<file path="src/hdl/ipt_pkg.sv">
// shared types, constants and helpers for the ipv4 prefix table
`default_nettype none

package ipt_pkg;

    localparam int ADDR_W            = 32;
    localparam int LEN_W             = 6;
    localparam int VAL_W             = 16;
    localparam int MODE_W            = 2;
    localparam int STATUS_W          = 2;
    localparam int MAX_LEN           = 32;
    localparam int DEF_TABLE_ENTRIES = 256;

    typedef enum logic [MODE_W-1:0] {
        MODE_INSERT  = 2'd0,
        MODE_REMOVE  = 2'd1,
        MODE_NEAREST = 2'd2,
        MODE_EXACT   = 2'd3
    } t_mode;

    typedef enum logic [STATUS_W-1:0] {
        ST_OK        = 2'd0,
        ST_NOT_FOUND = 2'd1,
        ST_FULL      = 2'd2
    } t_status;

    typedef struct packed {
        logic              valid;
        logic [ADDR_W-1:0] prefix;
        logic [LEN_W-1:0]  length;
        logic [VAL_W-1:0]  value;
    } t_entry;

    localparam int ENTRY_W = $bits(t_entry);

    // controller to datapath
    typedef struct packed {
        logic start;
        logic scan;
        logic clear;
        logic commit;
    } t_dp_cmd;

    // datapath to controller
    typedef struct packed {
        logic scan_last;
        logic out_free;
    } t_dp_status;

    // leading-ones mask of a prefix length, length at most MAX_LEN
    function automatic logic [ADDR_W-1:0] len_mask(input logic [LEN_W-1:0] len);
        logic [ADDR_W-1:0] mask;
        mask = '0;
        if (len != '0) begin
            mask = {ADDR_W{1'b1}} << (LEN_W'(ADDR_W) - len);
        end
        return mask;
    endfunction

endpackage

`default_nettype wire

</file>
<file path="src/hdl/ipt_ctrl.sv">
// sequencer for clearing, scanning and committing table requests
`default_nettype none

module ipt_ctrl import ipt_pkg::*; (
    input  wire logic       i_clk,
    input  wire logic       i_rst_n,
    input  wire logic       i_req_valid,
    output logic            o_req_ready,
    input  wire t_dp_status i_status,
    output t_dp_cmd         o_cmd
);

    typedef enum logic [4:0] {
        S_CLEAR  = 5'b00001,
        S_IDLE   = 5'b00010,
        S_SCAN   = 5'b00100,
        S_DRAIN  = 5'b01000,
        S_COMMIT = 5'b10000
    } t_state;

    t_state r_state;
    t_state n_state;

    always_ff @(posedge i_clk) begin
        if (!i_rst_n) begin
            r_state <= S_CLEAR;
        end else begin
            r_state <= n_state;
        end
    end

    always_comb begin
        n_state     = r_state;
        o_cmd       = '0;
        o_req_ready = 1'b0;
        unique case (r_state)
            S_CLEAR: begin
                o_cmd.clear = 1'b1;
                if (i_status.scan_last) begin
                    n_state = S_IDLE;
                end
            end
            S_IDLE: begin
                o_req_ready = 1'b1;
                if (i_req_valid) begin
                    o_cmd.start = 1'b1;
                    n_state     = S_SCAN;
                end
            end
            S_SCAN: begin
                o_cmd.scan = 1'b1;
                if (i_status.scan_last) begin
                    n_state = S_DRAIN;
                end
            end
            // last entry read is evaluated here
            S_DRAIN: begin
                n_state = S_COMMIT;
            end
            S_COMMIT: begin
                if (i_status.out_free) begin
                    o_cmd.commit = 1'b1;
                    n_state      = S_IDLE;
                end
            end
            default: begin
                n_state = S_CLEAR;
            end
        endcase
    end

endmodule

`default_nettype wire

</file>
<file path="config.mk">
export PLATFORM = sky130hd
export DESIGN_NAME = ipt_ctrl
export DESIGN_NICKNAME = d
export VERILOG_FILES = /design/src/hdl/ipt_pkg.sv /design/src/hdl/ipt_ctrl.sv
export SDC_FILE = /design/constraint.sdc
export NUM_CORES = 1
export LEC_CHECK = 0
export BUFFER_PORTS_ARGS = -buffer_cell sky130_fd_sc_hd__buf_2
export CORE_AREA = 5 5 42 44
export CTS_CLUSTER_SIZE = 8
export DETAILED_ROUTE_END_ITERATION = 10
export DIE_AREA = 0 0 47 49
export PLACE_DENSITY = 0.51
export RECOVER_POWER = 100
export SKIP_CTS_REPAIR_TIMING = 1
export SYNTH_ARGS = -nofsm -noshare
export SYNTH_HDL_FRONTEND = slang
export SYNTH_SLANG_ARGS = --single-unit
</file>
<file path="constraint.sdc">
create_clock -name i_clk -period 1.4 [get_ports i_clk]
set_input_delay 0.14 -clock i_clk [delete_from_list [all_inputs] [get_ports i_clk]]
set_output_delay 0.14 -clock i_clk [all_outputs]
set_load 0.02 [all_outputs]
</file>
# ---- After elaboration in Yosys (flattened, before gate mapping)
# Cells that the tools add are included.
# W data, S select, Z words.
dict set report word_totals {
  out_inout_bits 5
  reg_bits 5
}
dict set report op_classes {
  mux 12
  eq_ne 9
  reduce_logical 1
}
# cell count
set ops {}
lappend ops {{$pmux W5 S5} 1}
lappend ops {{$mux W5} 4}
lappend ops {{$ne A2 B2 Y1 const B} 4}
lappend ops {{$mux W1} 7}
lappend ops {{$eq A5 B1 Y1 const B} 1}
lappend ops {{$eq A5 B2 Y1 const B} 1}
lappend ops {{$eq A5 B3 Y1 const B} 1}
lappend ops {{$eq A5 B4 Y1 const B} 1}
lappend ops {{$eq A5 B5 Y1 const B} 1}
lappend ops {{$reduce_and A4 Y1} 1}

# ---- Logic depth before layout (Yosys ltp)
# Gate-level depths: netlist (run 1).
dict set report logic_depth {
  depth_word 3
  depth_mapped 6
}

# ---- Least setup slack after synthesis (run 1)
# Ideal clock, no wire load.
dict set report synth_path {
  path_type {register to output}
  startpoint {register r_state[4]}
  endpoint {output o_cmd[1] in the netlist's numbering}
  arrival_time_ps 1341
  stages_incl_launch_ff 4
  slack_ps -81
  n_path_buf 1
  cell_sequence {dfxtp_1 clkbuf_4 or3_1 nor3b_1}
}
# element line_no
set synth_lines {}
lappend synth_lines {{start, declared} ipt_ctrl.sv:21} ;# t_state r_state;
lappend synth_lines {{start signal, assigned} ipt_ctrl.sv:28} ;# r_state <= n_state;
lappend synth_lines {{end, declared} ipt_ctrl.sv:10} ;# output t_dp_cmd o_cmd

==> results of run 1 <==
-- final cells by class --
type	count	share of cell area [%]
timing repair buffer	18	21.8
tap	16	3.56
inverter	4	2.67
clock buffer	4	4.68
sequential	5	20.3
multi-input combinational	30	47.0
-- final timing paths --
path,from,to,slack [ps]
worst max-delay path,r_state[2],o_cmd[1],-40
worst max register to register,r_state[4],r_state[3],60
worst min register to register,r_state[1],r_state[1],540
worst min-delay path,i_rst_n,r_state[3],170
-- through the flow --
stage / setup TNS [ps] / power, mW
global placement: 0 / 0.441
global route: -338 / 0.684
floorplan: 0 / 0.430
finish: -60.5 / 0.631
CTS: -431 / 0.614
detailed placement: 0 / 0.440
-- worst max-delay path, cell delays in order, from the launching register on --
cell and delay [ps]:
dfxtp_4 370, or3_4 390, nor3b_2 150, buf_4 160
-- power breakdown --
part / leakage [nW] / internal, mW / switching, mW / total, mW
Sequential: 0.0432 / 0.166 / 0.0593 / 0.225
Clock: 0.0150 / 0.108 / 0.0560 / 0.164
Combinational: 0.215 / 0.136 / 0.106 / 0.242
-- Yosys cell counts (all sizes together) --
library cell	instances	area, um^2
o21ai	1	5.00
xor2	3	26.3
inv	4	15.0
nor3b	1	7.51
nand3b	1	7.51
nand2	3	11.3
nor2	3	11.3
or3	1	6.26
a32oi	1	16.3
a31o	1	8.76
nor3	1	10.0
and3	3	20.0
and4b	1	10.0
mux2i	2	20.0
a21boi	1	18.8
clkbuf	1	7.51
dfxtp	5	100
a21oi	1	5.00
buf	4	45.0
nor4	3	40.0
nand4b	1	8.76
a211oi	1	7.51
o211ai	1	7.51
-- logic make-up (layout without fill, tap and decap cells) --
group / after synthesis / in the layout / synth area share (%)
compound gates: 7 / 7 / 16.6
xor+xnor: 3 / 3 / 6.33
flops: 5 / 5 / 24.1
simple gates: 18 / 18 / 31.9
buf+inv: 9 / 26 / 16.3
mux: 2 / 2 / 4.82
-- metal layers --
metal	part of all wire, %	vias up
li1	-	191
met1	40	179
met2	55	19
met3	5.4	0
met4	0	0
met5	0	-
-- cell usage in the layout, fill, tap and decap left out --
cell type	synthesis	layout
mux2i_1	2	2
a211oi_1	1	1
nand4b_1	1	1
inv_1	3	3
or3_4	0	1
nand3b_1	1	1
nor4_1	1	1
nor4_4	1	1
buf_2	0	5
a31o_1	1	1
and3_2	1	1
and4b_1	1	1
dfxtp_2	0	2
nor4_2	1	1
clkbuf_4	1	3
nor2_1	3	3
clkbuf_1	0	1
inv_2	1	1
xor2_1	3	3
a32oi_2	1	1
dfxtp_4	0	3
a21boi_4	1	1
a21oi_1	1	1
nor3b_2	0	1
nand2_1	3	3
o211ai_1	1	1
and3_1	2	2
buf_4	0	13
o21ai_0	1	1
nor3_4	0	1
==> results.yml, run 1 <==
run_status:
  status: "finished, violations left"
  violations: "negative setup slack"
hold_path:
  hold-path-cell-count: 2
  hold_path.class: "in2reg"
route:
  vias: 389
  first_pass_iters: 4
  antenna_left: 0
  wl_per_cell_um: 11.8
  routed_wl_um: 912
  drcViolationCount: 0
  dr.first_iter.drc_count: 14
  via_per_inst: 5.05
sta:
  fmax_mhz: 692
  setup_violations: 2
  grt_setup_unrepaired: "yes"
  slew_viol_final: 0
  max_slew.worst_pin.slew_ps: 247
  timing.final.ws_setup_ps: -44.7
  min_period_over_period_pct: 103
  fin_hold_ws_ps: 175
  hold_violations: 0
  fin_crit_ps: 1440
  skew_ps: 1.25
  relSlewSlack_pct: 83.4
synthesis:
  synthCells: 44
  syn-cell-area_um2: 415
  yosysSeqAreaShare_pct: 24.1
  synth_cell_type_count: 27
  synth_seq_cells: 5
  yosysWarnings: 0
  syn-num-nets: 49
  avgSynthCellArea_um2: 9.44
global_routing:
  grt_pass1_wl_mm: 1.40
  top_usage_layer: "met2"
  grt-ovfl-total: 0
  use_met2_pct: 12.7
  track_usage_pct: 8.66
  use_met1_pct: 9.21
  antenna_found_initial: 0
  grt_pass1_vias: 331
  use_met3_pct: 5.90
  grt_max_degree: 10
floorplanning:
  die_h_um: 49
  start_util_pct: 29.6
  io_pins: 10
  fp.dieW_um: 47
  core-area_um2: 1400
  rows: 14
  dieArea_um2: 2300
clock_network:
  h-tree-depth: 1
  numClockSinks: 5
  clkLatencyLatePin_ps: 240
  cts_inserted_buffers: 3
  clockBufferDepth: 2
  cts_tree: "yes"
  root_buffer: "clkbuf_4"
  clkTransAtPathRegs_ps: 40
layout:
  n_antenna_cell: 0
  layoutNonFillerInstCount: 77
  seq_area_um2: 114
  regMostFlops: "r_state"
  fin_nets: 67
  final_core_util_pct: 40.1
  fillers: 150
  syn2layout_area_growth_pct: 35.2
  design_area_um2: 562
  drive_above_1_share_pct: 57.4
  multi_input_area_um2: 264
  largest_reg_flops: 5
  reg_top3: "r_state: 5 flops"
worst_setup_path:
  cp-start-kind: "flip-flop"
  r2r_cells: 5
  crit_arrival_ps: 1300
  cp.required_ps: 1260
  critical_path_class: "reg2out"
  critPathMaxFanout: 7
  cp-end-kind: "output port"
power_and_ir_drop:
  power_density_nw_per_um2: 1120
  p_leak_nw: 0.273
  peakVddDrop_uv: 568
placement:
  detailedPlace.worstSlack_ps: 65.5
  placed_cells: 67
  portBuffers: 9
  hpwl_um: 617
  place_area_um2: 455
  gp_congestion: 0.717
job:
  max_cap_viol_count: 0
(Power assumes the default switching activity.)
==> inputs of run 2 (changes only) <==
==> constraint.sdc (replaced) <==
create_clock -name i_clk -period 1.7 [get_ports i_clk]
set_input_delay 0.17 -clock i_clk [delete_from_list [all_inputs] [get_ports i_clk]]
set_output_delay 0.17 -clock i_clk [all_outputs]
set_load 0.02 [all_outputs]
==> results.yml, run 2 (synthesis results as in run 1) <==
worst_setup_path:
  path_cells: "nor4_1 -> and3_2 -> clkbuf_2"
  cp_num_cells: 3
  cp.required_ps: 1530
  r2r_cells: 4
  critPathBufInv: 1
  timing.rr.end: "r_state[1]"
  cp-end-kind: "output port"
  critical_path.startpoint: "r_state[0]"
  reg2reg_slack_ps: 180
  crit_family: "simple AND/OR/NAND/NOR gates"
  crit_slowest_cell: "nor4_1"
  cp-start-kind: "flip-flop"
  cpPeakStageDelay_ps: 390
  critPathMaxFanout: 7
  crit_arrival_ps: 1390
  r2r_start: "r_state[3]"
  critical_path_class: "reg2out"
  crit_end: "o_cmd[0]"
route:
  antenna_left: 0
  vias: 337
  wl_per_cell_um: 11.3
  dr.first_iter.drc_count: 5
  drcViolationCount: 0
  via_per_inst: 4.96
  first_pass_iters: 2
  routed_wl_um: 771
layout:
  fin_nets: 58
  largest_reg_flops: 5
  layoutNonFillerInstCount: 68
  final_common_cell: "buf_2"
  drive_above_1_share_pct: 32.7
  design_area_um2: 422
  regMostFlops: "r_state"
  fillers: 167
  reg_top3: "r_state: 5 flops"
  syn2layout_area_growth_pct: 1.51
  n_antenna_cell: 0
clock_network:
  clkTransAtPathRegs_ps: 40
  root_buffer: "clkbuf_4"
  clockBufferDepth: 2
  h-tree-depth: 1
  clkLatencyLatePin_ps: 240
  cts_tree: "yes"
  cts_inserted_buffers: 3
  numClockSinks: 5
sta:
  grt_setup_unrepaired: "no"
  setup_violations: 0
  slew_viol_final: 0
  setup_tns_ps: 0
  min_period_over_period_pct: 91.6
  skew_ps: 2.95
  fmax_mhz: 642
  relSlewSlack_pct: 76.1
  fin_crit_ps: 1560
  max_slew.worst_pin.slew_ps: 358
  hold_violations: 0
floorplanning:
  start_util_pct: 29.6
  fp.dieW_um: 47
  dieArea_um2: 2300
  core-area_um2: 1400
  rows: 14
  io_pins: 10
  die_h_um: 49
global_routing:
  antenna_found_initial: 0
  grt-ovfl-total: 0
  grt_pass1_wl_mm: 1.38
  grt_max_degree: 12
  track_usage_pct: 8.03
  grt_pass1_vias: 337
placement:
  gp_congestion: 0.741
  place_area_um2: 428
  hpwl_um: 612
  portBuffers: 9
  placed_cells: 64
run_status:
  status: "complete, no violations"
power_and_ir_drop:
  power_density_nw_per_um2: 1060
  p_leak_nw: 0.201
  peakVddDrop_uv: 462
  total_power_mw: 0.447
hold_path:
  hold_path.class: "in2reg"
job:
  max_cap_viol_count: 0
-- run 2: metrics by stage --
step	hold WS, ps	util [%]	setup WS [ps]
after floorplan	316	-	189
after global placement	465	30.5	323
after detailed placement	461	30.5	303
after CTS	214	32.4	102
after global routing	221	30.1	26.2
final	226	30.1	143
-- run 2: worst min path at each step --
stage / endpoint / start / slack [ps] / cells past startpoint
CTS: r_state[3] / i_rst_n / 210 / 2
global route: r_state[3] / i_rst_n / 220 / 2
finish: r_state[3] / i_rst_n / 230 / 2
floorplan: r_state[1] / i_rst_n / 320 / 2
detailed placement: r_state[3] / i_rst_n / 460 / 2
global placement: r_state[1] / i_rst_n / 470 / 3
-- run 2: power by group --
group          internal [mW]  total, mW  switching, mW
Clock                 0.0884      0.132         0.0433
Sequential             0.136      0.174         0.0381
Combinational         0.0688      0.141         0.0727
-- run 2: area by class of cell --
| cell class | count | area, um^2 | share of cell area, % |
|---|---|---|---|
| timing repair buffer | 9 | 43.8 | 10.4 |
| inverter | 4 | 15.0 | 3.56 |
| clock buffer | 4 | 26.3 | 6.23 |
| multi-input combinational | 30 | 214 | 50.7 |
| tap | 16 | 20.0 | 4.75 |
| sequential | 5 | 103 | 24.3 |
-- run 2: layer usage --
metal / up-vias / GRT usage, % / wire length [um]
met5: - / 0 / 0
met4: 0 / 5.53 / 0
met3: 0 / 1.11 / 7
met2: 2 / 12.7 / 448
met1: 163 / 9.47 / 315
li1: 172 / - / -
